`src/hdl/lca_pkg.sv`:
```
package lca_pkg;

	localparam int NUM_LABELS = 1024;
	localparam int LABEL_W = 10;
	localparam int IDX_W = 10;
	localparam int SUM_W = 40;
	localparam int CNT_W = 31;
	localparam int QUO_W = 26;
	localparam int NUM_W = 57;
	localparam int PROD_W = 57;
	localparam logic [CNT_W-1:0] COUNT_LIMIT = 31'd1073741824;

	localparam logic MODE_ACC = 1'b0;
	localparam logic MODE_READ = 1'b1;

	localparam logic [2:0] REG_ORIGIN_X = 3'd0;
	localparam logic [2:0] REG_ORIGIN_Y = 3'd1;
	localparam logic [2:0] REG_ORIGIN_Z = 3'd2;
	localparam logic [2:0] REG_SPACING_X = 3'd3;
	localparam logic [2:0] REG_SPACING_Y = 3'd4;
	localparam logic [2:0] REG_SPACING_Z = 3'd5;

	typedef struct packed {
		logic mode;
		logic [LABEL_W-1:0] label;
		logic [IDX_W-1:0] x_index;
		logic [IDX_W-1:0] y_index;
		logic [IDX_W-1:0] z_index;
	} item_t;

	typedef struct packed {
		logic [SUM_W-1:0] sum_x;
		logic [SUM_W-1:0] sum_y;
		logic [SUM_W-1:0] sum_z;
		logic [CNT_W-1:0] cnt;
	} entry_t;

	typedef struct packed {
		logic signed [31:0] origin_x;
		logic signed [31:0] origin_y;
		logic signed [31:0] origin_z;
		logic [30:0] spacing_x;
		logic [30:0] spacing_y;
		logic [30:0] spacing_z;
	} cfg_t;

	typedef struct packed {
		logic valid;
		item_t item;
	} queue_head_t;

endpackage

```
`src/hdl/lca_if.sv`:
```
interface lca_in_if;
	logic valid;
	logic ready;
	logic mode;
	logic [9:0] label;
	logic [9:0] x_index;
	logic [9:0] y_index;
	logic [9:0] z_index;
	modport source (output valid, mode, label, x_index, y_index, z_index, input ready);
	modport sink (input valid, mode, label, x_index, y_index, z_index, output ready);
endinterface


```
`src/hdl/lca_front.sv`:
```
module lca_front (
	input logic clk,
	input logic arst_n,
	lca_in_if.sink in_ch,
	input logic clearing,
	input logic pop,
	output lca_pkg::queue_head_t head
);

	lca_pkg::item_t fifo_q [2];
	logic wr_ptr_q;
	logic rd_ptr_q;
	logic [1:0] fill_q;
	logic push;
	lca_pkg::item_t in_item;

	assign in_ch.ready = (fill_q != 2'd2) && !clearing;
	assign push = in_ch.valid && in_ch.ready;

	always_comb begin
		in_item.mode = in_ch.mode;
		in_item.label = in_ch.label;
		in_item.x_index = in_ch.x_index;
		in_item.y_index = in_ch.y_index;
		in_item.z_index = in_ch.z_index;
	end

	assign head.valid = fill_q != 2'd0;
	assign head.item = fifo_q[rd_ptr_q];

	always_ff @(posedge clk) begin
		if (push) begin
			fifo_q[wr_ptr_q] <= in_item;
		end
	end

	always_ff @(posedge clk or negedge arst_n) begin
		if (!arst_n) begin
			wr_ptr_q <= 1'b0;
			rd_ptr_q <= 1'b0;
			fill_q <= 2'd0;
		end else begin
			if (push) begin
				wr_ptr_q <= !wr_ptr_q;
			end
			if (pop) begin
				rd_ptr_q <= !rd_ptr_q;
			end
			case ({push, pop})
				2'b10: fill_q <= fill_q + 2'd1;
				2'b01: fill_q <= fill_q - 2'd1;
				default: fill_q <= fill_q;
			endcase
		end
	end

endmodule

```
`src/flat_wrapper.sv`:
```
// flat-port wrapper written by rule: the top's interface ports become plain ports
module lca_front_flat 
  (clk, arst_n, clearing, pop, head, in_ch_valid, in_ch_mode, in_ch_label, in_ch_x_index, in_ch_y_index, in_ch_z_index, in_ch_ready);
  lca_in_if in_ch_i ();
  input logic clk;
  input logic arst_n;
  input logic clearing;
  input logic pop;
  output lca_pkg::queue_head_t head;
  input wire logic [$bits(in_ch_i.valid)-1:0] in_ch_valid;
  input wire logic [$bits(in_ch_i.mode)-1:0] in_ch_mode;
  input wire logic [$bits(in_ch_i.label)-1:0] in_ch_label;
  input wire logic [$bits(in_ch_i.x_index)-1:0] in_ch_x_index;
  input wire logic [$bits(in_ch_i.y_index)-1:0] in_ch_y_index;
  input wire logic [$bits(in_ch_i.z_index)-1:0] in_ch_z_index;
  output wire logic [$bits(in_ch_i.ready)-1:0] in_ch_ready;
  assign in_ch_i.valid = in_ch_valid;
  assign in_ch_i.mode = in_ch_mode;
  assign in_ch_i.label = in_ch_label;
  assign in_ch_i.x_index = in_ch_x_index;
  assign in_ch_i.y_index = in_ch_y_index;
  assign in_ch_i.z_index = in_ch_z_index;
  assign in_ch_ready = in_ch_i.ready;
  lca_front u_core (.clk(clk), .arst_n(arst_n), .in_ch(in_ch_i), .clearing(clearing), .pop(pop), .head(head));
endmodule
```
`config.mk`:
```
export PLATFORM = sky130hd
export DESIGN_NAME = lca_front_flat
export DESIGN_NICKNAME = d
export VERILOG_FILES = /design/src/hdl/lca_pkg.sv /design/src/hdl/lca_if.sv /design/src/hdl/lca_front.sv /design/src/flat_wrapper.sv
export SDC_FILE = /design/constraint.sdc
export NUM_CORES = 1
export LEC_CHECK = 0
export BUFFER_PORTS_ARGS = -buffer_cell sky130_fd_sc_hd__buf_2
export CAP_MARGIN = 20
export CORE_MARGIN = 4
export CORE_UTILIZATION = 51
export CTS_CLUSTER_DIAMETER = 60
export DETAILED_ROUTE_END_ITERATION = 10
export GPL_ROUTABILITY_DRIVEN = 0
export GPL_TIMING_DRIVEN = 0
export PLACE_DENSITY = 0.78
export SYNTH_ARGS = -nofsm -noshare
export SYNTH_HDL_FRONTEND = slang
export SYNTH_SLANG_ARGS = --single-unit
```
`constraint.sdc`:
```
create_clock -name clk -period 3.3 [get_ports clk]
set_input_delay 0 -clock clk [delete_from_list [all_inputs] [get_ports clk]]
set_output_delay 0 -clock clk [all_outputs]
set_load 0.01 [all_outputs]
```
### After elaboration in Yosys (flattened, before gate mapping)

Memories as Yosys holds them, arrays and structs flattened.
Cells that the tools add are included.

* eq/ne operators: 3
* mux-type cells: 3
* add/sub/neg operators: 2
* reduce and logical (&&, ||, !) cells: 7

Operators by type and width (number)
* case mux 2 bit (2 select lines): 1
* nonzero test 2 bit: 2
* logical NOT 1 bit: 3
* adder 2 x 1 -> 2 bit (second input constant): 1
* == test 2 x 1 -> 1 bit (second input constant): 1
* == test 2 bit (second input constant): 1
* logical AND 1 bit: 2
* 2-to-1 mux 1 bit: 2
* inequality test 2 bit (second input constant): 1
* subtractor 2 x 1 -> 2 bit (second input constant): 1

* output and inout bits: 43
* register bits after elaboration: 4
* memories kept: 1
* logic and storage cells: 19
* bits of input ports: 46
* memory bits (writable): 82

Memories
* u_core.fifo_q: depth 2, width 41, read ports 1, clocked after Yosys merged registers in 0, write ports 1, RTL line lca_front.sv:10 `lca_pkg::item_t fifo_q [2];`

### Depth between registers and ports, before layout

Gate-level depths: netlist (run 1).

* word-level depth: 5
* gate-level depth with buffers: 6

### Least setup slack after synthesis (run 1)

Ideal clock, no wire load.

* path type: reg2reg
* from: register u_core.fill_q[0]
* to: memory u_core.fifo_q[0][0] (netlist name) (enable)
* path buffers: 0
* required time: 2.861 ns
* setup time: 0.439 ns
* setup slack: 0.322 ns
* arrival time: 2.538 ns
* period minus slack after synthesis: 2.978 ns
* stages on the path, launching flop included: 4
* cells stage by stage: dfrtp_1 inv_2 a211o_4 nor2_1

* word-level cells in the longest chain between the ends: 5

Ends and longest elaborated chain
* start: declaration: RTL line lca_front.sv:13 `logic [1:0] fill_q;`
* start signal: assignment: RTL line lca_front.sv:50 `2'b10: fill_q <= fill_q + 2'd1;`
* start signal: assignment: RTL line lca_front.sv:51 `2'b01: fill_q <= fill_q - 2'd1;`
* start signal: assignment: RTL line lca_front.sv:52 `default: fill_q <= fill_q;`
* inequality test 2 bit: RTL line lca_front.sv:17 `assign in_ch.ready = (fill_q != 2'd2) && !clearing;`
* logical AND 1 bit: RTL line lca_front.sv:17
* logical AND 1 bit: RTL line lca_front.sv:18 `assign push = in_ch.valid && in_ch.ready;`
* 2-to-1 mux 1 bit: RTL line lca_front.sv:32 `if (push) begin`
* 2-to-1 mux 1 bit (implied by the code): RTL line lca_front.sv:33 `fifo_q[wr_ptr_q] <= in_item;`
* end: declaration: RTL line lca_front.sv:10

No other way between the ends.

### Final worst setup path (run 1)

* from: register u_core.fill_q[0]
* to: memory u_core.fifo_q[1][38] (netlist name) (enable)

Same word-level chain as after synthesis.

==> results of run 1 <==
cells in the mapped netlist:
cell,instances
a21oi_1,1
inv_1,2
inv_2,1
a211o_4,1
buf_6,4
edfxtp_1,82
buf_2,1
xor2_1,2
xnor2_1,2
ha_1,1
mux2_2,41
dfrtp_1,4
xnor2_2,1
or2_2,1
nor2_1,3
placed cells by master, fill, tap and decap left out, types with 4 or more instances in the layout:
master and instances:
buf_2 89, edfxtp_1 82, dlygate4sd3_1 44, mux2_2 41
clkbuf_8 9, buf_6 4, dfrtp_1 4
routing by layer:
| metal | track usage | share of wire |
|---|---|---|
| met4 | 0.0708 | 0.014 |
| met5 | 0 | 0 |
| met1 | 0.180 | 0.39 |
| met2 | 0.294 | 0.55 |
| met3 | 0.0303 | 0.046 |
sequential cells by signal (all words and copies together), names as in the netlist:
name / flops
u_core.rd_ptr_q: 1
u_core.fifo_q: 82
u_core.wr_ptr_q: 1
u_core.fill_q: 2
how the worst max path moves through the flow:
stage,start,endpoint,slack [ns]
after global routing,u_core.fill_q[0]$_DFFE_PN0P_,u_core.fifo_q[1][34]$_DFFE_PP_,1.40
final,u_core.fill_q[0]$_DFFE_PN0P_,u_core.fifo_q[1][38]$_DFFE_PP_,1.49
after detailed placement,u_core.fill_q[0]$_DFFE_PN0P_,u_core.fifo_q[0][38]$_DFFE_PP_,1.50
after global placement,u_core.fill_q[0]$_DFFE_PN0P_,u_core.fifo_q[1][38]$_DFFE_PP_,-0.70
after floorplan,u_core.fill_q[0]$_DFFE_PN0P_,u_core.fifo_q[0][0]$_DFFE_PP_,0.32
after CTS,u_core.fill_q[0]$_DFFE_PN0P_,u_core.fifo_q[0][33]$_DFFE_PP_,1.48
kinds of logic after synthesis:
logic type / share of synthesized area
flip-flops: 0.803
multiplexers: 0.145
buffers and inverters: 0.0192
XOR/XNOR: 0.0161
AND/OR/NAND/NOR: 0.00549
AO/OA/AOI/OAI: 0.00706
adder cells (fa/ha/maj): 0.00392
power by group through the flow:
stage / Combinational, mW / Clock (mW) / Sequential [mW]
after floorplan: 0.595 / 0 / 1.43
after global placement: 0.880 / 0 / 1.44
after detailed placement: 0.920 / 0 / 1.44
after CTS: 0.966 / 0.731 / 1.42
after global routing: 1.02 / 0.785 / 1.43
final: 0.951 / 0.715 / 1.42
critical path, stage by stage, from the launching register on:
cell and delay [ns]:
dfrtp_1 0.44, inv_2 0.07, a211o_4 0.39, nor2_4 0.33
buf_12 0.27
per-stage QoR:
| stage | setup slack [ns] | util | hold WS [ns] |
|---|---|---|---|
| floorplan | 0.322 | - | -0.296 |
| global placement | -0.696 | 0.622 | -0.191 |
| detailed placement | 1.50 | 0.631 | -0.188 |
| CTS | 1.48 | 0.737 | 0.00305 |
| global route | 1.40 | 0.737 | 0.0122 |
| finish | 1.49 | 0.737 | 0.00835 |
layout make-up:
class                           instances  area share
Sequential cell                        86       0.580
Timing Repair Buffer                  134       0.208
Multi-Input combinational cell         53       0.131
Clock buffer                            9      0.0280
Tap cell                               75      0.0212
Clock inverter                          7      0.0167
Buffer                                  5      0.0113
Inverter                                3     0.00255
==> flow_summary.ini, run 1 <==
[setup_path]
crit_path_max_fanout = 31
rr_startpoint = u_core.fill_q[0]$_DFFE_PN0P_
r2r_setup_slack_ns = 1.49
crit_required_ns = 3.33
criticalPathCategory = reg -> reg
reg2reg_depth = 4
cp.arrival_ns = 1.84
end_kind = register
r2r-end = u_core.fifo_q[1][38]$_DFFE_PP_
cp-start-kind = register

[power_and_ir_drop]
power_frac_seq = 0.460
power.total_mw = 3.08
power_leakage_nw = 1.69
power.share.clock = 0.232
netSwitchingPower_mw = 0.876
swShare = 0.284
p_per_area_nw_per_um2 = 698
internal_power_mw = 2.21
vdd_ir_drop_max_mv = 0.362
comb_power_share = 0.308

[clock_network]
cts-buffers-inserted = 9
cts.sinks = 86
post_cts_resized = 0
cts_setup_buffers = 0
cts_tree = built
clk_pin_slew_worst_paths_ns = 0.08
cts_hold_buf = 44
htreeDepth = 3
clock_path_buffers = 2
clock_latency_ns = 0.34
cts_root_buf = clkbuf_8

[detailed_routing]
ant_nets = 0
drt_iter0_drc = 103
drc = 0
vias_per_cell = 4.85
dr.pass1.iters = 4
vias = 1806
drt-total-wl_mm = 5.98
wire_per_inst_um = 16.1

[cells_and_area]
fin_cells = 372
diodes = 0
num-nets-final = 339
filler_cell_count = 378
drive_gt1_frac = 0.532
area_growth_pct = 38.5
seqCellArea_um2 = 2560
design_area_um2 = 4420
multi_input_comb_area_um2 = 581

[floorplan]
core_um2 = 5990
die_x_um = 87.1
die_h_um = 87.1
ios = 89
rows = 28
initial_core_util = 0.532
fp.dieArea_um2 = 7580

[sta]
min_period_over_period = 0.549
relSlewSlack = 0.738
fin_crit_ns = 1.81
tns_ns = 0
maxSlewViolCount = 0
hold_viol = 0
skew_ns = 0.00992
rsz0062_at_grt = no
fmax_mhz = 552
worstMarginPinSlew_ns = 0.392
setup_viol = 0

[job]
maxCapViolCount = 0

[logic_synthesis]
ys_seq_elements = 86
synth_top_area_share = 0.772
synth.avg_cell_area_um2 = 21.7
syn-num-nets = 194
yosysWarnings = 0
synth_cells = 147
yosys.area.top_type = edfxtp_1
ys_types = 15
yosysSeqAreaShare = 0.803
synth_area_um2 = 3190
synth.area.top_cells = edfxtp_1, mux2_2, dfrtp_1

[global_route]
grt_max_degree = 32
grtUsageTotal = 0.161
grt_pass1_vias = 1960
antenna_found_initial = 0
grt_pass1_wl_mm = 9.01
grt_overflow_total = 0

[placement]
portBuffers = 88
placedCellCount = 312
placed_area_um2 = 3780
hpwl_mm = 3.80

[run_status]
status = finished clean

[hold_path]
hold_class = in -> async
(Power assumes the default switching activity.)
==> inputs of run 2 (changes only) <==
clock period = 1.7 ns   (was 3.3 ns; I/O delays follow)
==> flow_summary.ini, run 2 (synthesized netlist as in run 1, its figures left out) <==
[run_status]
status = finished clean

[detailed_routing]
vias = 1813
drt_iter0_drc = 71
ant_nets = 0
drt-total-wl_mm = 5.95
drc = 0
vias_per_cell = 4.85
dr.pass1.iters = 4
wire_per_inst_um = 15.9

[cells_and_area]
drive_gt1_frac = 0.532
utilization = 0.749
num-nets-final = 341
largest_reg_flops = 82
largest-register = u_core.fifo_q
area_growth_pct = 40.7
multi_input_comb_area_um2 = 581
final_cell_mix = buf_2, edfxtp_1, dlygate4sd3_1
filler_cell_count = 364
design_area_um2 = 4490
reg_top3 = u_core.fifo_q x82, u_core.fill_q x2
seqCellArea_um2 = 2560
diodes = 0
final_common_cell = buf_2

[sta]
tns_ns = 0
worstMarginPinSlew_ns = 0.208
whs_ns = 0.0201
rsz0062_at_grt = no
fin_crit_ns = 1.59
maxSlewViolCount = 0
min_period_over_period = 0.938
fmax_mhz = 627
setup_viol = 0
skew_ns = 0.00649
relSlewSlack = 0.861
hold_viol = 0

[placement]
hpwl_mm = 3.68
placed_area_um2 = 3790
portBuffers = 88

[setup_path]
cp-start-kind = register
end_kind = register
rr_startpoint = u_core.fill_q[0]$_DFFE_PN0P_
crit_required_ns = 1.75
r2r_setup_slack_ns = 0.11
crit_path_max_fanout = 23
cp.arrival_ns = 1.65
criticalPathCategory = reg -> reg
reg2reg_depth = 4
r2r-end = u_core.fifo_q[0][10]$_DFFE_PP_

[hold_path]
hold_class = in -> reg
hp-start = clearing
whs_path_depth = 3
whs_endpoint = u_core.wr_ptr_q$_DFFE_PN0P_

[global_route]
grt.busiest_layer = met2
grtUsageTotal = 0.171
grt_overflow_total = 0
grt_pass1_vias = 1959
grt_util_met1 = 0.189
grt_max_degree = 24
antenna_found_initial = 0
use_met3 = 0.0587
grt_pass1_wl_mm = 9.44
met2_usage = 0.295

[clock_network]
clk_pin_slew_worst_paths_ns = 0.08
cts-buffers-inserted = 9
clock_latency_ns = 0.35
htreeDepth = 3
post_cts_resized = 0
clock_path_buffers = 2
cts_root_buf = clkbuf_8
cts.sinks = 86
cts_tree = built

[floorplan]
die_h_um = 87.1
core_um2 = 5990
initial_core_util = 0.532
ios = 89
die_x_um = 87.1
fp.dieArea_um2 = 7580
rows = 28

[job]
maxCapViolCount = 0

[power_and_ir_drop]
vdd_ir_drop_max_mv = 0.830
p_per_area_nw_per_um2 = 1370
power_leakage_nw = 1.72
[run 2: changes by cell type in the layout (fill, tap and decap cells not counted)]
cell	previous run	this run
clkbuf_1	0	1
bufinv_16	1	2
inv_6	1	0
clkinv_4	2	1
buf_16	0	2
[run 2: per-layer routing]
layer / routed length, um / share of wire / vias up
met4: 96 / 0.016 / 0
met2: 3140 / 0.53 / 63
met3: 441 / 0.074 / 10
li1: - / - / 865
met1: 2270 / 0.38 / 875
met5: 0 / 0 / -
[run 2: repair_timing]
action | CTS | global route
buffers inserted | 2 | 0
hold buffers | 44 | 0
endpoints found under the setup margin | 82 | 0
hold endpoints to repair | 87 | 0
[run 2: layout make-up]
type,instances,share of cell area
inverters,3,0.00251
flip-flops and latches,86,0.571
multi-input cells,53,0.129
clock inverters,6,0.0192
repair buffers,136,0.217
clock buffers,10,0.0284
plain buffers,5,0.0112
well taps,75,0.0209
[run 2: critical path, stage by stage (launching register included)]
cell and delay, ns:
dfrtp_1 0.44, inv_2 0.06, a211o_4 0.39, nor2_4 0.21
buf_16 0.20
[run 2: worst max path at each step]
stage                                 startpoint                             end  cells past startpoint
floorplan           u_core.fill_q[0]$_DFFE_PN0P_   u_core.fifo_q[0][0]$_DFFE_PP_                      3
global placement    u_core.fill_q[0]$_DFFE_PN0P_  u_core.fifo_q[1][14]$_DFFE_PP_                      3
detailed placement  u_core.fill_q[0]$_DFFE_PN0P_  u_core.fifo_q[1][14]$_DFFE_PP_                      4
finish              u_core.fill_q[0]$_DFFE_PN0P_  u_core.fifo_q[0][10]$_DFFE_PP_                      4
CTS                 u_core.fill_q[0]$_DFFE_PN0P_   u_core.fifo_q[1][1]$_DFFE_PP_                      4
global route        u_core.fill_q[0]$_DFFE_PN0P_  u_core.fifo_q[1][39]$_DFFE_PP_                      4
[run 2: stage by stage]
| stage | cells | power [mW] | setup slack (ns) |
|---|---|---|---|
| after floorplan | 147 | 3.94 | -0.144 |
| after global placement | 310 | 4.51 | -0.476 |
| after detailed placement | 312 | 4.60 | -0.263 |
| after CTS | 374 | 6.23 | 0.114 |
| after global routing | 374 | 6.50 | 0.0329 |
| final | 374 | 6.16 | 0.105 |
[run 2: report_power, final]
part | leakage, nW | switching (mW) | internal (mW)
Clock | 0.106 | 0.684 | 0.825
Combinational | 0.817 | 0.906 | 1.00
Sequential | 0.796 | 0.103 | 2.64
==> inputs of run 3 (changes only) <==
ABC_AREA = 1   (was default)
CORE_UTILIZATION = 52   (was 51)
PLACE_DENSITY = 0.79   (was 0.78)
SLEW_MARGIN = 20   (was default)
==> flow_summary.ini, run 3 <==
[job]
maxCapViolCount = 0

[logic_synthesis]
synth.area.top_cells = edfxtp_1, o21ai_2, nand2_1
syn-num-nets = 289
synth_area_um2 = 3430
synth_ff_type = edfxtp_1
synthArstFlopShare = 0.0465
synth_cells = 242
synth_top_area_share = 0.717
synth_edf_count = 82
yosysMostFrequentCell = edfxtp_1
yosysSeqAreaShare = 0.747
synth.avg_cell_area_um2 = 14.2
yosysWarnings = 0
synth_common_cells = edfxtp_1, nand2_1, inv_1
ys_seq_elements = 86
yosys.area.top_type = edfxtp_1
ys_types = 19

[detailed_routing]
ant_nets = 0
drt_iter0_drc = 61
vias = 2335
drt-total-wl_mm = 7.24
drc = 0
dr.pass1.iters = 4
wire_per_inst_um = 15.2
vias_per_cell = 4.88

[cells_and_area]
filler_cell_count = 425
largest-register = u_core.fifo_q
area_growth_pct = 38.1
largest_reg_flops = 82
diodes = 0
num-nets-final = 444
final_cell_mix = buf_2, edfxtp_1, nand2_1
final_common_cell = buf_2
reg_top3 = u_core.fifo_q x82, u_core.fill_q x2
drive_gt1_frac = 0.389
utilization = 0.742
design_area_um2 = 4740

[floorplan]
die_x_um = 89.2
core_um2 = 6390
ios = 89
initial_core_util = 0.537
fp.dieArea_um2 = 7960
rows = 29
die_h_um = 89.2

[sta]
relSlewSlack = 0.610
fmax_mhz = 620
worstMarginPinSlew_ns = 0.585
fin_crit_ns = 1.61
tns_ns = 0
whs_ns = 0.0660
hold_viol = 0
maxSlewViolCount = 0
setup_viol = 0
min_period_over_period = 0.949
rsz0062_at_grt = no
skew_ns = 0.00997
layout_setup_ws_ns = 0.0864

[placement]
placed_area_um2 = 4010
hpwl_mm = 4.07
pre_cts_ws_ns = -0.378
portBuffers = 88

[setup_path]
rr_startpoint = u_core.fill_q[0]$_DFFE_PN0P_
reg2reg_depth = 4
crit_required_ns = 1.68
r2r_setup_slack_ns = 0.09
crit_path_max_fanout = 10
cp.arrival_ns = 1.60
r2r-end = u_core.fifo_q[1][40]$_DFFE_PP_
cp-start-kind = register
end_kind = register
criticalPathCategory = reg -> reg

[global_route]
grt_pass1_vias = 2386
grt_max_degree = 22
grtUsageTotal = 0.188
grt_overflow_total = 0
grt_pass1_wl_mm = 10.9
antenna_found_initial = 0

[clock_network]
clk_pin_slew_worst_paths_ns = 0.08
cts_root_buf = clkbuf_8
clock_latency_ns = 0.34
cts.sinks = 86
cts_tree = built
cts-buffers-inserted = 9
clock_path_buffers = 2
htreeDepth = 3

[power_and_ir_drop]
p_per_area_nw_per_um2 = 1370
vdd_ir_drop_max_mv = 1.06
power_leakage_nw = 2.02

[hold_path]
hold_class = in -> reg
hp-start = in_ch_valid
whs_path_depth = 4
whs_endpoint = u_core.wr_ptr_q$_DFFE_PN0P_

[run_status]
status = finished clean
==> run 3: cell count changes after synthesis, moves of 2 or more <==
cell / change
buf_6: -3
mux2_2: -41
nand4_1: +2
o21ai_2: +30
o21ai_0: +10
inv_1: +45
nor2_1: -2
nand2_1: +49
buf_8: +7
==> run 3: logic make-up after synthesis <==
kind of cell / count (synthesis) / share of synthesized area
fa+ha+maj: 1 / 0.00365
compound gates: 42 / 0.0941
flops: 86 / 0.747
xor+xnor: 2 / 0.00510
simple gates: 54 / 0.0627
buf+inv: 57 / 0.0879
==> run 3: area by class of cell <==
| cell class | instances | area [um2] | area share |
|---|---|---|---|
| sequential | 86 | 2560 | 0.541 |
| timing repair buffer | 140 | 1010 | 0.213 |
| multi-input combinational | 100 | 584 | 0.123 |
| inverter | 48 | 184 | 0.0388 |
| clock buffer | 11 | 131 | 0.0277 |
| buffer | 9 | 121 | 0.0256 |
| tap | 77 | 96.3 | 0.0203 |
| clock inverter | 4 | 25.0 | 0.00528 |
| timing repair inverter | 3 | 22.5 | 0.00475 |
==> run 3: metrics by stage <==
step | total power, mW | std cells
2_1_floorplan | 4.30 | 242
3_3_place_gp | 5.04 | 407
3_5_place_dp | 5.12 | 408
4_1_cts | 6.40 | 469
5_1_grt | 6.88 | 478
6_report | 6.47 | 478
==> run 3: per-layer routing <==
layer | vias to the layer above | wire [um] | global-route usage
li1 | 1131 | - | -
met1 | 1124 | 2850 | 0.211
met2 | 70 | 3920 | 0.339
met3 | 10 | 391 | 0.0516
met4 | 0 | 85 | 0.0690
met5 | - | 0 | 0
==> run 3: worst max path at each step <==
stage	endpoint	from	depth (start not counted)	slack, ns
after floorplan	u_core.fifo_q[0][0]$_DFFE_PP_	u_core.fill_q[0]$_DFFE_PN0P_	4	0.05
after global placement	u_core.fifo_q[0][6]$_DFFE_PP_	u_core.fill_q[0]$_DFFE_PN0P_	4	-0.31
after detailed placement	u_core.fifo_q[0][5]$_DFFE_PP_	u_core.fill_q[0]$_DFFE_PN0P_	4	-0.38
after CTS	u_core.fifo_q[0][9]$_DFFE_PP_	u_core.fill_q[0]$_DFFE_PN0P_	4	-0.05
after global routing	u_core.fifo_q[1][3]$_DFFE_PP_	u_core.fill_q[0]$_DFFE_PN0P_	4	0.02
final	u_core.fifo_q[1][40]$_DFFE_PP_	u_core.fill_q[0]$_DFFE_PN0P_	4	0.09
==> run 3: repair_timing <==
item / in CTS / in global routing
hold buffers: 44 / 0
setup buffers: 0 / 7
pin swaps: 1 / 2
endpoints found under the setup margin: 62 / 62
resized for setup: 2 / 2
hold endpoints to repair: 87 / 0
cloned: 2 / 2
==> run 3: power breakdown <==
group / leakage, nW / internal [mW] / switching (mW) / total [mW]
clock: 0.0768 / 0.519 / 0.661 / 1.18
sequential: 0.797 / 2.64 / 0.0944 / 2.73
combinational: 1.14 / 1.11 / 1.45 / 2.56
total: 2.02 / 4.27 / 2.20 / 6.47
==> run 3: worst max-delay path, cell delays in order (launching register included) <==
cell and delay (ns):
dfrtp_1 0.43, inv_2 0.08, nand2_2 0.08, nand3_2 0.15
nor2_2 0.52
